### config.mk
export PLATFORM = sky130hd
export DESIGN_NAME = unordered_table_swap_remove
export DESIGN_NICKNAME = d
export VERILOG_FILES = /design/src/rtl/utsr_pkg.sv /design/src/rtl/utsr_front.sv /design/src/rtl/utsr_queue.sv /design/src/rtl/utsr_back.sv /design/src/rtl/unordered_table_swap_remove.sv
export VERILOG_INCLUDE_DIRS = /design/src /design/src/rtl
export SDC_FILE = /design/constraint.sdc
export NUM_CORES = 2
export LEC_CHECK = 0
export BUFFER_PORTS_ARGS = -buffer_cell sky130_fd_sc_hd__buf_2
export CELL_PAD_IN_SITES_DETAIL_PLACEMENT = 1
export CELL_PAD_IN_SITES_GLOBAL_PLACEMENT = 1
export CORE_ASPECT_RATIO = 0.7
export CORE_MARGIN = 1.5
export CORE_UTILIZATION = 25
export DETAILED_ROUTE_END_ITERATION = 10
export HOLD_SLACK_MARGIN = 0.02
export PLACE_DENSITY_LB_ADDON = 0.1
export SYNTH_ARGS = -nofsm -noshare
export SYNTH_HDL_FRONTEND = slang
export SYNTH_SLANG_ARGS = --single-unit
### constraint.sdc
create_clock -name clk_i -period 5.9 [get_ports clk_i]
set_clock_uncertainty 0.15 [all_clocks]
set_input_delay 1.18 -clock clk_i [delete_from_list [all_inputs] [get_ports clk_i]]
set_output_delay 1.18 -clock clk_i [all_outputs]
set_load 0.005 [all_outputs]
### src/rtl/unordered_table_swap_remove_defines.svh
// assertion macros for the unordered table with swap-remove
// used by files that carry concurrent checks; expects clk_i and rst_ni in scope
`ifndef UNORDERED_TABLE_SWAP_REMOVE_DEFINES_SVH
`define UNORDERED_TABLE_SWAP_REMOVE_DEFINES_SVH
`ifndef SYNTHESIS
`define UTSR_ASSERT(lbl, prop, msg) \
  lbl: assert property (@(posedge clk_i) disable iff (!rst_ni) (prop)) else $error(msg);
`define UTSR_ASSERT_NEXT(lbl, pre, post, msg) \
  lbl: assert property (@(posedge clk_i) disable iff (!rst_ni) (pre) |=> (post)) else $error(msg);
`else
`define UTSR_ASSERT(lbl, prop, msg)
`define UTSR_ASSERT_NEXT(lbl, pre, post, msg)
`endif
`endif

### src/rtl/utsr_pkg.sv
// shared types and constants of the unordered table with swap-remove
// no dependencies; imported by the front, queue, back and top modules
package utsr_pkg;

  // stream widths
  localparam int unsigned InDataW  = 40;  // slot_index, entry_value, zero fill
  localparam int unsigned InUserW  = 3;   // op
  localparam int unsigned OutDataW = 24;  // result fields, zero fill

  localparam int unsigned SlotW  = 6;
  localparam int unsigned ValueW = 32;
  localparam int unsigned CountW = 7;

  // request operation codes on tuser
  localparam logic [InUserW-1:0] OP_ADD     = 3'd0;
  localparam logic [InUserW-1:0] OP_REM_AT  = 3'd1;
  localparam logic [InUserW-1:0] OP_REM_VAL = 3'd2;
  localparam logic [InUserW-1:0] OP_FIND    = 3'd3;
  localparam logic [InUserW-1:0] OP_CLEAR   = 3'd4;

  // command queue depth
  localparam int unsigned QDepth = 2;
  localparam int unsigned QPtrW  = 1;
  localparam int unsigned QFillW = 2;

  typedef enum logic [2:0] {
    K_ADD     = 3'd0,
    K_REM_AT  = 3'd1,
    K_REM_VAL = 3'd2,
    K_FIND    = 3'd3,
    K_CLEAR   = 3'd4,
    K_BAD     = 3'd5
  } cmd_kind_e;

  typedef enum logic [1:0] {
    ST_DONE = 2'd0,
    ST_MISS = 2'd1,
    ST_FULL = 2'd2
  } status_e;

  typedef struct packed {
    cmd_kind_e          kind;
    logic [SlotW-1:0]   slot;
    logic [ValueW-1:0]  value;
  } cmd_t;

  typedef struct packed {
    logic               is_empty;
    logic               is_full;
    logic [CountW-1:0]  entry_count;
    logic [SlotW-1:0]   match_slot;
    logic               found;
    status_e            status;
  } result_t;

endpackage

### src/rtl/utsr_front.sv
// front end: takes request items and classifies them into queued commands
// depends on utsr_pkg
module utsr_front
  import utsr_pkg::*;
(
  input  logic               valid_i,
  output logic               ready_o,
  input  logic [InDataW-1:0] data_i,   // slot_index [5:0], entry_value [37:6]
  input  logic [InUserW-1:0] user_i,   // op [2:0]
  input  logic               q_full_i,
  output logic               push_o,
  output cmd_t               cmd_o
);

  cmd_kind_e kind;

  always_comb begin
    case (user_i)
      OP_ADD:     kind = K_ADD;
      OP_REM_AT:  kind = K_REM_AT;
      OP_REM_VAL: kind = K_REM_VAL;
      OP_FIND:    kind = K_FIND;
      OP_CLEAR:   kind = K_CLEAR;
      default:    kind = K_BAD;
    endcase
  end

  assign ready_o     = !q_full_i;
  assign push_o      = valid_i && !q_full_i;
  assign cmd_o.kind  = kind;
  assign cmd_o.slot  = data_i[SlotW-1:0];
  assign cmd_o.value = data_i[SlotW+ValueW-1:SlotW];

endmodule

### src/rtl/utsr_queue.sv
// short command queue between front and back end
// depends on utsr_pkg
module utsr_queue
  import utsr_pkg::*;
(
  input  logic clk_i,
  input  logic rst_ni,
  input  logic push_i,
  input  cmd_t cmd_i,
  output logic full_o,
  input  logic pop_i,
  output logic valid_o,
  output cmd_t cmd_o
);

  cmd_t              ent_q [QDepth];
  logic [QPtrW-1:0]  wr_ptr_q, wr_ptr_d;
  logic [QPtrW-1:0]  rd_ptr_q, rd_ptr_d;
  logic [QFillW-1:0] fill_q, fill_d;

  assign full_o  = (fill_q == QFillW'(QDepth));
  assign valid_o = (fill_q != '0);
  assign cmd_o   = ent_q[rd_ptr_q];

  always_comb begin
    wr_ptr_d = wr_ptr_q;
    rd_ptr_d = rd_ptr_q;
    fill_d   = fill_q;
    if (push_i) begin
      wr_ptr_d = wr_ptr_q + QPtrW'(1);
    end
    if (pop_i) begin
      rd_ptr_d = rd_ptr_q + QPtrW'(1);
    end
    if (push_i && !pop_i) begin
      fill_d = fill_q + QFillW'(1);
    end else if (pop_i && !push_i) begin
      fill_d = fill_q - QFillW'(1);
    end
  end

  always_ff @(posedge clk_i or negedge rst_ni) begin
    if (!rst_ni) begin
      wr_ptr_q <= '0;
      rd_ptr_q <= '0;
      fill_q   <= '0;
    end else begin
      wr_ptr_q <= wr_ptr_d;
      rd_ptr_q <= rd_ptr_d;
      fill_q   <= fill_d;
    end
  end

  always_ff @(posedge clk_i) begin
    if (push_i) begin
      ent_q[wr_ptr_q] <= cmd_i;
    end
  end

endmodule

### src/rtl/utsr_back.sv
// back end: entry memory, fill count, scan and swap-remove sequencer, result register
// depends on utsr_pkg and unordered_table_swap_remove_defines.svh
`include "unordered_table_swap_remove_defines.svh"
module utsr_back
  import utsr_pkg::*;
#(
  parameter int unsigned CAPACITY   = 64,
  parameter int unsigned ENTRY_BITS = 32
) (
  input  logic    clk_i,
  input  logic    rst_ni,
  input  logic    q_valid_i,
  input  cmd_t    q_cmd_i,
  output logic    pop_o,
  output logic    m_valid_o,
  input  logic    m_ready_i,
  output result_t m_result_o
);

  localparam int unsigned AW    = (CAPACITY > 1) ? $clog2(CAPACITY) : 1;
  localparam int unsigned CW    = $clog2(CAPACITY + 1);
  localparam int unsigned VAL_W = (ENTRY_BITS < ValueW) ? ENTRY_BITS : ValueW;
  localparam int unsigned CMP_W = (CW > SlotW) ? CW : SlotW;
  localparam logic [CW-1:0] CAP_C = CW'(CAPACITY);

  typedef enum logic [2:0] {
    S_IDLE = 3'b001,
    S_SCAN = 3'b010,
    S_MOVE = 3'b100
  } state_e;

  state_e          state_q, state_d;
  cmd_t            cmd_q, cmd_d;
  logic [CW-1:0]   count_q, count_d;
  logic [AW-1:0]   chk_q, chk_d;
  logic [AW-1:0]   tgt_q, tgt_d;
  logic            out_valid_q, out_valid_d;
  result_t         out_q;

  logic [VAL_W-1:0] entry_mem_q [CAPACITY];
  logic [VAL_W-1:0] rdata_q;

  logic             rd_en, wr_en;
  logic [AW-1:0]    rd_addr, wr_addr;
  logic [VAL_W-1:0] wr_data;

  logic             out_free, res_load, res_found, hit, at_last;
  status_e          res_status;
  logic [SlotW-1:0] res_slot;
  logic [AW-1:0]    last_idx;
  logic [CMP_W-1:0] slot_w, cnt_w;
  result_t          res;

  assign out_free = !out_valid_q || m_ready_i;
  assign last_idx = AW'(count_q - CW'(1));
  assign slot_w   = CMP_W'(q_cmd_i.slot);
  assign cnt_w    = CMP_W'(count_q);
  assign hit      = (rdata_q == VAL_W'(cmd_q.value));
  assign at_last  = (CW'(chk_q) == count_q - CW'(1));

  always_comb begin
    state_d    = state_q;
    cmd_d      = cmd_q;
    count_d    = count_q;
    chk_d      = chk_q;
    tgt_d      = tgt_q;
    pop_o      = 1'b0;
    rd_en      = 1'b0;
    rd_addr    = '0;
    wr_en      = 1'b0;
    wr_addr    = '0;
    wr_data    = VAL_W'(q_cmd_i.value);
    res_load   = 1'b0;
    res_status = ST_MISS;
    res_found  = 1'b0;
    res_slot   = '0;

    case (state_q)
      S_IDLE: begin
        if (q_valid_i && out_free) begin
          pop_o = 1'b1;
          cmd_d = q_cmd_i;
          case (q_cmd_i.kind)
            K_ADD: begin
              res_load = 1'b1;
              if (count_q == CAP_C) begin
                res_status = ST_FULL;
              end else begin
                wr_en      = 1'b1;
                wr_addr    = AW'(count_q);
                count_d    = count_q + CW'(1);
                res_status = ST_DONE;
              end
            end
            K_REM_AT: begin
              if (slot_w >= cnt_w) begin
                res_load = 1'b1;
              end else if (slot_w == cnt_w - CMP_W'(1)) begin
                // removing the last entry needs no move
                res_load   = 1'b1;
                count_d    = count_q - CW'(1);
                res_status = ST_DONE;
              end else begin
                rd_en   = 1'b1;
                rd_addr = last_idx;
                tgt_d   = AW'(q_cmd_i.slot);
                state_d = S_MOVE;
              end
            end
            K_REM_VAL, K_FIND: begin
              if (count_q == '0) begin
                res_load = 1'b1;
              end else begin
                rd_en   = 1'b1;
                rd_addr = '0;
                chk_d   = '0;
                state_d = S_SCAN;
              end
            end
            K_CLEAR: begin
              res_load   = 1'b1;
              count_d    = '0;
              res_status = ST_DONE;
            end
            default: begin
              res_load = 1'b1;
            end
          endcase
        end
      end

      S_SCAN: begin
        // rdata_q holds the entry at chk_q
        if (hit) begin
          if (cmd_q.kind == K_REM_VAL && !at_last) begin
            rd_en   = 1'b1;
            rd_addr = last_idx;
            tgt_d   = chk_q;
            state_d = S_MOVE;
          end else begin
            res_load   = 1'b1;
            res_status = ST_DONE;
            res_found  = 1'b1;
            res_slot   = SlotW'(chk_q);
            if (cmd_q.kind == K_REM_VAL) begin
              count_d = count_q - CW'(1);
            end
            state_d = S_IDLE;
          end
        end else if (at_last) begin
          res_load = 1'b1;
          state_d  = S_IDLE;
        end else begin
          rd_en   = 1'b1;
          rd_addr = chk_q + AW'(1);
          chk_d   = chk_q + AW'(1);
        end
      end

      S_MOVE: begin
        // rdata_q holds the last entry, copy it into the hole
        wr_en      = 1'b1;
        wr_addr    = tgt_q;
        wr_data    = rdata_q;
        count_d    = count_q - CW'(1);
        res_load   = 1'b1;
        res_status = ST_DONE;
        if (cmd_q.kind == K_REM_VAL) begin
          res_found = 1'b1;
          res_slot  = SlotW'(tgt_q);
        end
        state_d = S_IDLE;
      end

      default: begin
        state_d = S_IDLE;
      end
    endcase

    res.status      = res_status;
    res.found       = res_found;
    res.match_slot  = res_slot;
    res.entry_count = CountW'(count_d);
    res.is_full     = (count_d == CAP_C);
    res.is_empty    = (count_d == '0);

    if (res_load) begin
      out_valid_d = 1'b1;
    end else if (m_ready_i) begin
      out_valid_d = 1'b0;
    end else begin
      out_valid_d = out_valid_q;
    end
  end

  always_ff @(posedge clk_i or negedge rst_ni) begin
    if (!rst_ni) begin
      state_q     <= S_IDLE;
      count_q     <= '0;
      out_valid_q <= 1'b0;
    end else begin
      state_q     <= state_d;
      count_q     <= count_d;
      out_valid_q <= out_valid_d;
    end
  end

  always_ff @(posedge clk_i) begin
    cmd_q <= cmd_d;
    chk_q <= chk_d;
    tgt_q <= tgt_d;
    if (res_load) begin
      out_q <= res;
    end
  end

  always_ff @(posedge clk_i) begin
    if (wr_en) begin
      entry_mem_q[wr_addr] <= wr_data;
    end
    if (rd_en) begin
      rdata_q <= entry_mem_q[rd_addr];
    end
  end

  assign m_valid_o  = out_valid_q;
  assign m_result_o = out_q;

  `UTSR_ASSERT(a_count_bound, count_q <= CAP_C, "fill count above capacity")
  `UTSR_ASSERT(a_scan_range, (state_q != S_SCAN) || (CW'(chk_q) < count_q), "scan past count")
  `UTSR_ASSERT(a_move_target, (state_q != S_MOVE) || (CW'(tgt_q) + CW'(1) < count_q), "move target is last")
  `UTSR_ASSERT(a_result_free, !res_load || !out_valid_q || m_ready_i, "result overwrites pending item")
  `UTSR_ASSERT_NEXT(a_scan_start, pop_o && (q_cmd_i.kind == K_FIND || q_cmd_i.kind == K_REM_VAL) && (count_q != '0), state_q == S_SCAN, "search did not start a scan")

endmodule

### src/rtl/unordered_table_swap_remove.sv
// sequencing: add, clear, unknown ops, a remove-at that needs no move and a search of an empty
// table register their result at accept; remove-at of another slot reads the last entry, then
// copies it in S_MOVE; find and remove-by-value scan from slot 0 in S_SCAN, and a remove-by-value
// hit before the last slot copies the last entry in S_MOVE; no command is popped outside S_IDLE
// throughput: the back end scans one slot per cycle through the single memory read port
// reset: fill count and handshake state clear at once; entry memory is not cleared
module unordered_table_swap_remove
  import utsr_pkg::*;
#(
  parameter int unsigned CAPACITY   = 64,
  parameter int unsigned ENTRY_BITS = 32
) (
  input  logic                clk_i,
  input  logic                rst_ni,
  // request items
  input  logic                s_axis_tvalid,
  output logic                s_axis_tready,
  input  logic [InDataW-1:0]  s_axis_tdata,   // slot_index [5:0], entry_value [37:6]
  input  logic [InUserW-1:0]  s_axis_tuser,   // op [2:0]
  // result items
  output logic                m_axis_tvalid,
  input  logic                m_axis_tready,
  output logic [OutDataW-1:0] m_axis_tdata    // status [1:0], found [2], match_slot [8:3],
                                              // entry_count [15:9], is_full [16],
                                              // is_empty [17]
);

  // front to queue
  logic    push;
  cmd_t    push_cmd;
  logic    q_full;

  // queue to back
  logic    q_valid;
  cmd_t    q_cmd;
  logic    pop;

  result_t result;

  // front classifies the op and pushes into the queue whenever there is room
  utsr_front u_front (
    .valid_i  (s_axis_tvalid),
    .ready_o  (s_axis_tready),
    .data_i   (s_axis_tdata),
    .user_i   (s_axis_tuser),
    .q_full_i (q_full),
    .push_o   (push),
    .cmd_o    (push_cmd)
  );

  // two commands of slack so the front keeps taking items while the back is busy
  utsr_queue u_queue (
    .clk_i   (clk_i),
    .rst_ni  (rst_ni),
    .push_i  (push),
    .cmd_i   (push_cmd),
    .full_o  (q_full),
    .pop_i   (pop),
    .valid_o (q_valid),
    .cmd_o   (q_cmd)
  );

  // back end owns the table and the registered result
  utsr_back #(
    .CAPACITY   (CAPACITY),
    .ENTRY_BITS (ENTRY_BITS)
  ) u_back (
    .clk_i      (clk_i),
    .rst_ni     (rst_ni),
    .q_valid_i  (q_valid),
    .q_cmd_i    (q_cmd),
    .pop_o      (pop),
    .m_valid_o  (m_axis_tvalid),
    .m_ready_i  (m_axis_tready),
    .m_result_o (result)
  );

  // result struct is packed lowest field first; pad to whole bytes
  assign m_axis_tdata = {(OutDataW - $bits(result_t))'(0), result};

endmodule
==> qor.yml <==
logic_synthesis:
  seq_area_frac_synth: 0.764
  async_flop_share: 0.00669
  synth.distinct_cells: 79
  synthFlopType: "edfxtp_1"
  yosys_warnings: 0
  syn_avg_cell_area_sq_um: 15.3
  syn_inst: 5750
  synth.ff_latch_count: 2242
  syn-cell-area_sq_um: 88100
  synth_edf_count: 2227
placed_design:
  place_area_sq_um: 99800
  dp.cells: 10800
  place_congestion: 0.773
  numPortBuffers: 64
  dpl.hpwl_um: 207000
clocking:
  htreeDepth: 4
  cts.sinks: 2242
  cts_setup_buffers: 0
  clk_latency_ns: 0.93
  cts_buffers: 235
  tritoncts: "built"
  clockBufferDepth: 4
  cts-root-buf: "clkbuf_16"
  clkTransAtPathRegs_ns: 0.06
pwr:
  p_sw_frac: 0.322
  intPower_w: 0.0313
  p_sw_w: 0.0149
  vdd_drop_max_v: 0.000246
  power_frac_clock: 0.311
  combPwrFrac: 0.242
  finalPower_w: 0.0462
  powerDensity_nw_per_um2: 432
  share_seq_of_total_power: 0.448
  leakagePower_nw: 33.9
critical_path:
  endpoint_kind: "flip-flop"
  critical_path_class: "flip-flop to flip-flop"
  arrival_ns: 6.26
  cp_max_fo: 11
  start_kind: "flip-flop"
  crit_required_ns: 6.42
  reg2reg_slack_ns: 0.16
floorplan:
  core_sq_um: 351000
  ios: 73
  dieWidth_um: 712
  chipHeight_um: 500
  initial_core_util: 0.251
  rows: 182
  die_area_sq_um: 356000
worst_hold_path:
  hp-class: "input port to async pin"
routing:
  drt_pre_antenna_iters: 5
  drt-wirelength-per-cell_um: 29.4
  routed_via_density: 4.74
  dr_total_vias: 53100
  routed_wirelength_um: 329000
  drtIter0Drc: 4750
  drc: 0
  drtAntennaViolNets: 0
sta:
  drv_slew: 0
  rsz0062_at_grt: "false"
  min_period_over_period: 0.973
  max_freq_ghz: 0.174
  setup_viol: 0
  fin_crit_ns: 5.74
  tightestPinTransition_ns: 1.33
  relSlewSlack: 0.114
  hold_viol_final: 0
grt:
  antenna_found_initial: 32
  grt_use_total: 0.180
  first_global_vias: 53100
  grt_max_degree: 87
  grt.overflow.total: 0
  grt_pass1_wl_um: 450000
run:
  cap_violations: 0
layout:
  layout-drive-gt1-share: 0.180
  area_growth_pct: 21.4
  fin_cells: 11200
  nNetsFinal: 6374
  final_core_util: 0.305
  design_area_sq_um: 107000
  nFillCells: 36400
outcome:
  status: "complete, no violations"
per-layer routing:
layer,track usage,part of all wire
met5,0,0
met4,0.0283,0.014
met3,0.0243,0.045
met2,0.255,0.41
met1,0.292,0.53
repair_timing:
action | in CTS | in global routing
gates resized for setup | 2 | 3
hold buffers | 0 | 0
hold endpoints to repair | 0 | 0
pin swaps | 0 | 2
endpoints found under the setup margin | 2 | 5
power groups by stage:
stage	Clock, W	Combinational (W)	Sequential (W)
after CTS	0.0148	0.0114	0.0207
after global placement	0	0.0112	0.0210
after detailed placement	0	0.0114	0.0210
after global routing	0.0154	0.0119	0.0207
final	0.0144	0.0112	0.0207
after floorplan	0	0.00512	0.0209
worst paths after layout:
check / start / end / depth (start not counted)
setup / recovery: u_back.cnt_w[1] / u_back.rdata_q[0] / 17
hold / removal: rst_ni / u_back.m_valid_o / 1
setup reg to reg: u_back.cnt_w[1] / u_back.rdata_q[0] / 17
hold reg to reg: u_queue.fill_q[1] / u_queue.fill_q[1] / 1
max in group asynchronous: rst_ni / u_queue.rd_ptr_q / 1
min in group clk_i: s_axis_tdata[6] / u_queue.ent_q[1][0] / 1
synthesized netlist by cell type, drive strengths merged, types with 30 or more instances:
| library cell | n | area [sq um] |
|---|---|---|
| o22ai | 237 | 1480 |
| a311oi | 31 | 272 |
| mux2 | 36 | 405 |
| nand3 | 295 | 1490 |
| nand2 | 1033 | 3880 |
| a21oi | 266 | 1330 |
| nand4 | 34 | 213 |
| o41ai | 65 | 569 |
| buf | 153 | 887 |
| o21ai | 54 | 270 |
| o32ai | 30 | 263 |
| edfxtp | 2227 | 66900 |
| and4 | 31 | 274 |
| clkbuf | 189 | 709 |
| or4 | 36 | 270 |
| mux2i | 532 | 5330 |
| nor2 | 207 | 785 |
| xor2 | 39 | 342 |
| and3 | 39 | 244 |
registers in the layout, summed over array words and instances (netlist names):
name	count
u_queue.ent_q	82
u_queue.rd_ptr_q	1
u_back.cnt_w	7
u_back.rdata_q	32
u_back.cmd_q	35
u_back.chk_q	6
u_back.entry_mem_q	2048
u_back.tgt_q	6
u_queue.fill_q	2
u_back.state_q	3
u_back.m_valid_o	1
u_queue.wr_ptr_q	1
u_back.m_result_o	18
per-stage QoR:
step / setup WS, ns / TNS, ns / hold WS [ns]
floorplan: 0.641 / 0 / 0.309
global placement: -0.427 / -1.46 / 0.326
detailed placement: -0.379 / -1.20 / 0.336
CTS: 0.0131 / 0 / 0.0205
global route: 0.00584 / 0 / 0.0661
finish: 0.157 / 0 / 0.0954
cells in the final DEF, fill, tap and decap left out, types with 6 or more instances in the layout:
cell type / count
a2111oi_2: 23
a21oi_1: 266
a22o_1: 10
a22oi_1: 6
a311oi_1: 31
and3_1: 37
and4_1: 30
buf_12: 134
buf_2: 64
buf_4: 466
bufinv_16: 12
clkbuf_1: 67
clkbuf_16: 238
clkinv_1: 57
clkinv_2: 32
conb_1: 6
dfrtp_1: 13
edfxtp_1: 2227
ha_1: 13
inv_1: 20
mux2_2: 36
mux2i_1: 532
nand2_1: 1030
nand3_1: 291
nand4_1: 34
nor2_1: 109
nor2_4: 98
nor3_1: 9
nor4_1: 11
o21ai_0: 51
o22ai_1: 235
o32ai_1: 30
o41ai_1: 57
o41ai_2: 8
or2_2: 6
or4_1: 36
xnor2_1: 10
xor2_1: 39
layout make-up:
cell class,instances,area [sq um],area share
timing repair buffer,664,6500,0.0608
inverter,21,78.8,0.000737
antenna,3,7.51,0.0000702
sequential,2242,67300,0.629
clock inverter,108,831,0.00777
tap,4692,5870,0.0549
clock buffer,309,6260,0.0586
multi-input combinational,3150,20100,0.188
kinds of logic after synthesis:
| group | Yosys count | synth area share |
|---|---|---|
| DFF | 2242 | 0.764 |
| adders and majority gates | 13 | 0.00185 |
| other | 1 | 0.0000426 |
| AOI/OAI and AO/OA | 768 | 0.0578 |
| xor gates and xnor gates | 53 | 0.00575 |
| and+or+nand+nor | 1741 | 0.0864 |
| muxes | 569 | 0.0653 |
| buffers and inverters | 363 | 0.0190 |
critical path, cell delays in order, from the launching register on:
cell and delay [ns]:
dfrtp_1 0.37, inv_1 0.20, ha_1 0.22, nor3b_4 0.40, o311ai_0 0.22, nor4_1 0.44, and4_4 0.49, a21oi_1 0.14
buf_4 0.17, o22ai_4 0.55, or2_4 0.40, buf_4 0.23, buf_12 0.17, buf_4 0.22, a21oi_1 0.07, o41ai_2 0.69
buf_4 0.23, nand4_1 0.07
Note: power is estimated with default switching activity, not from simulation.
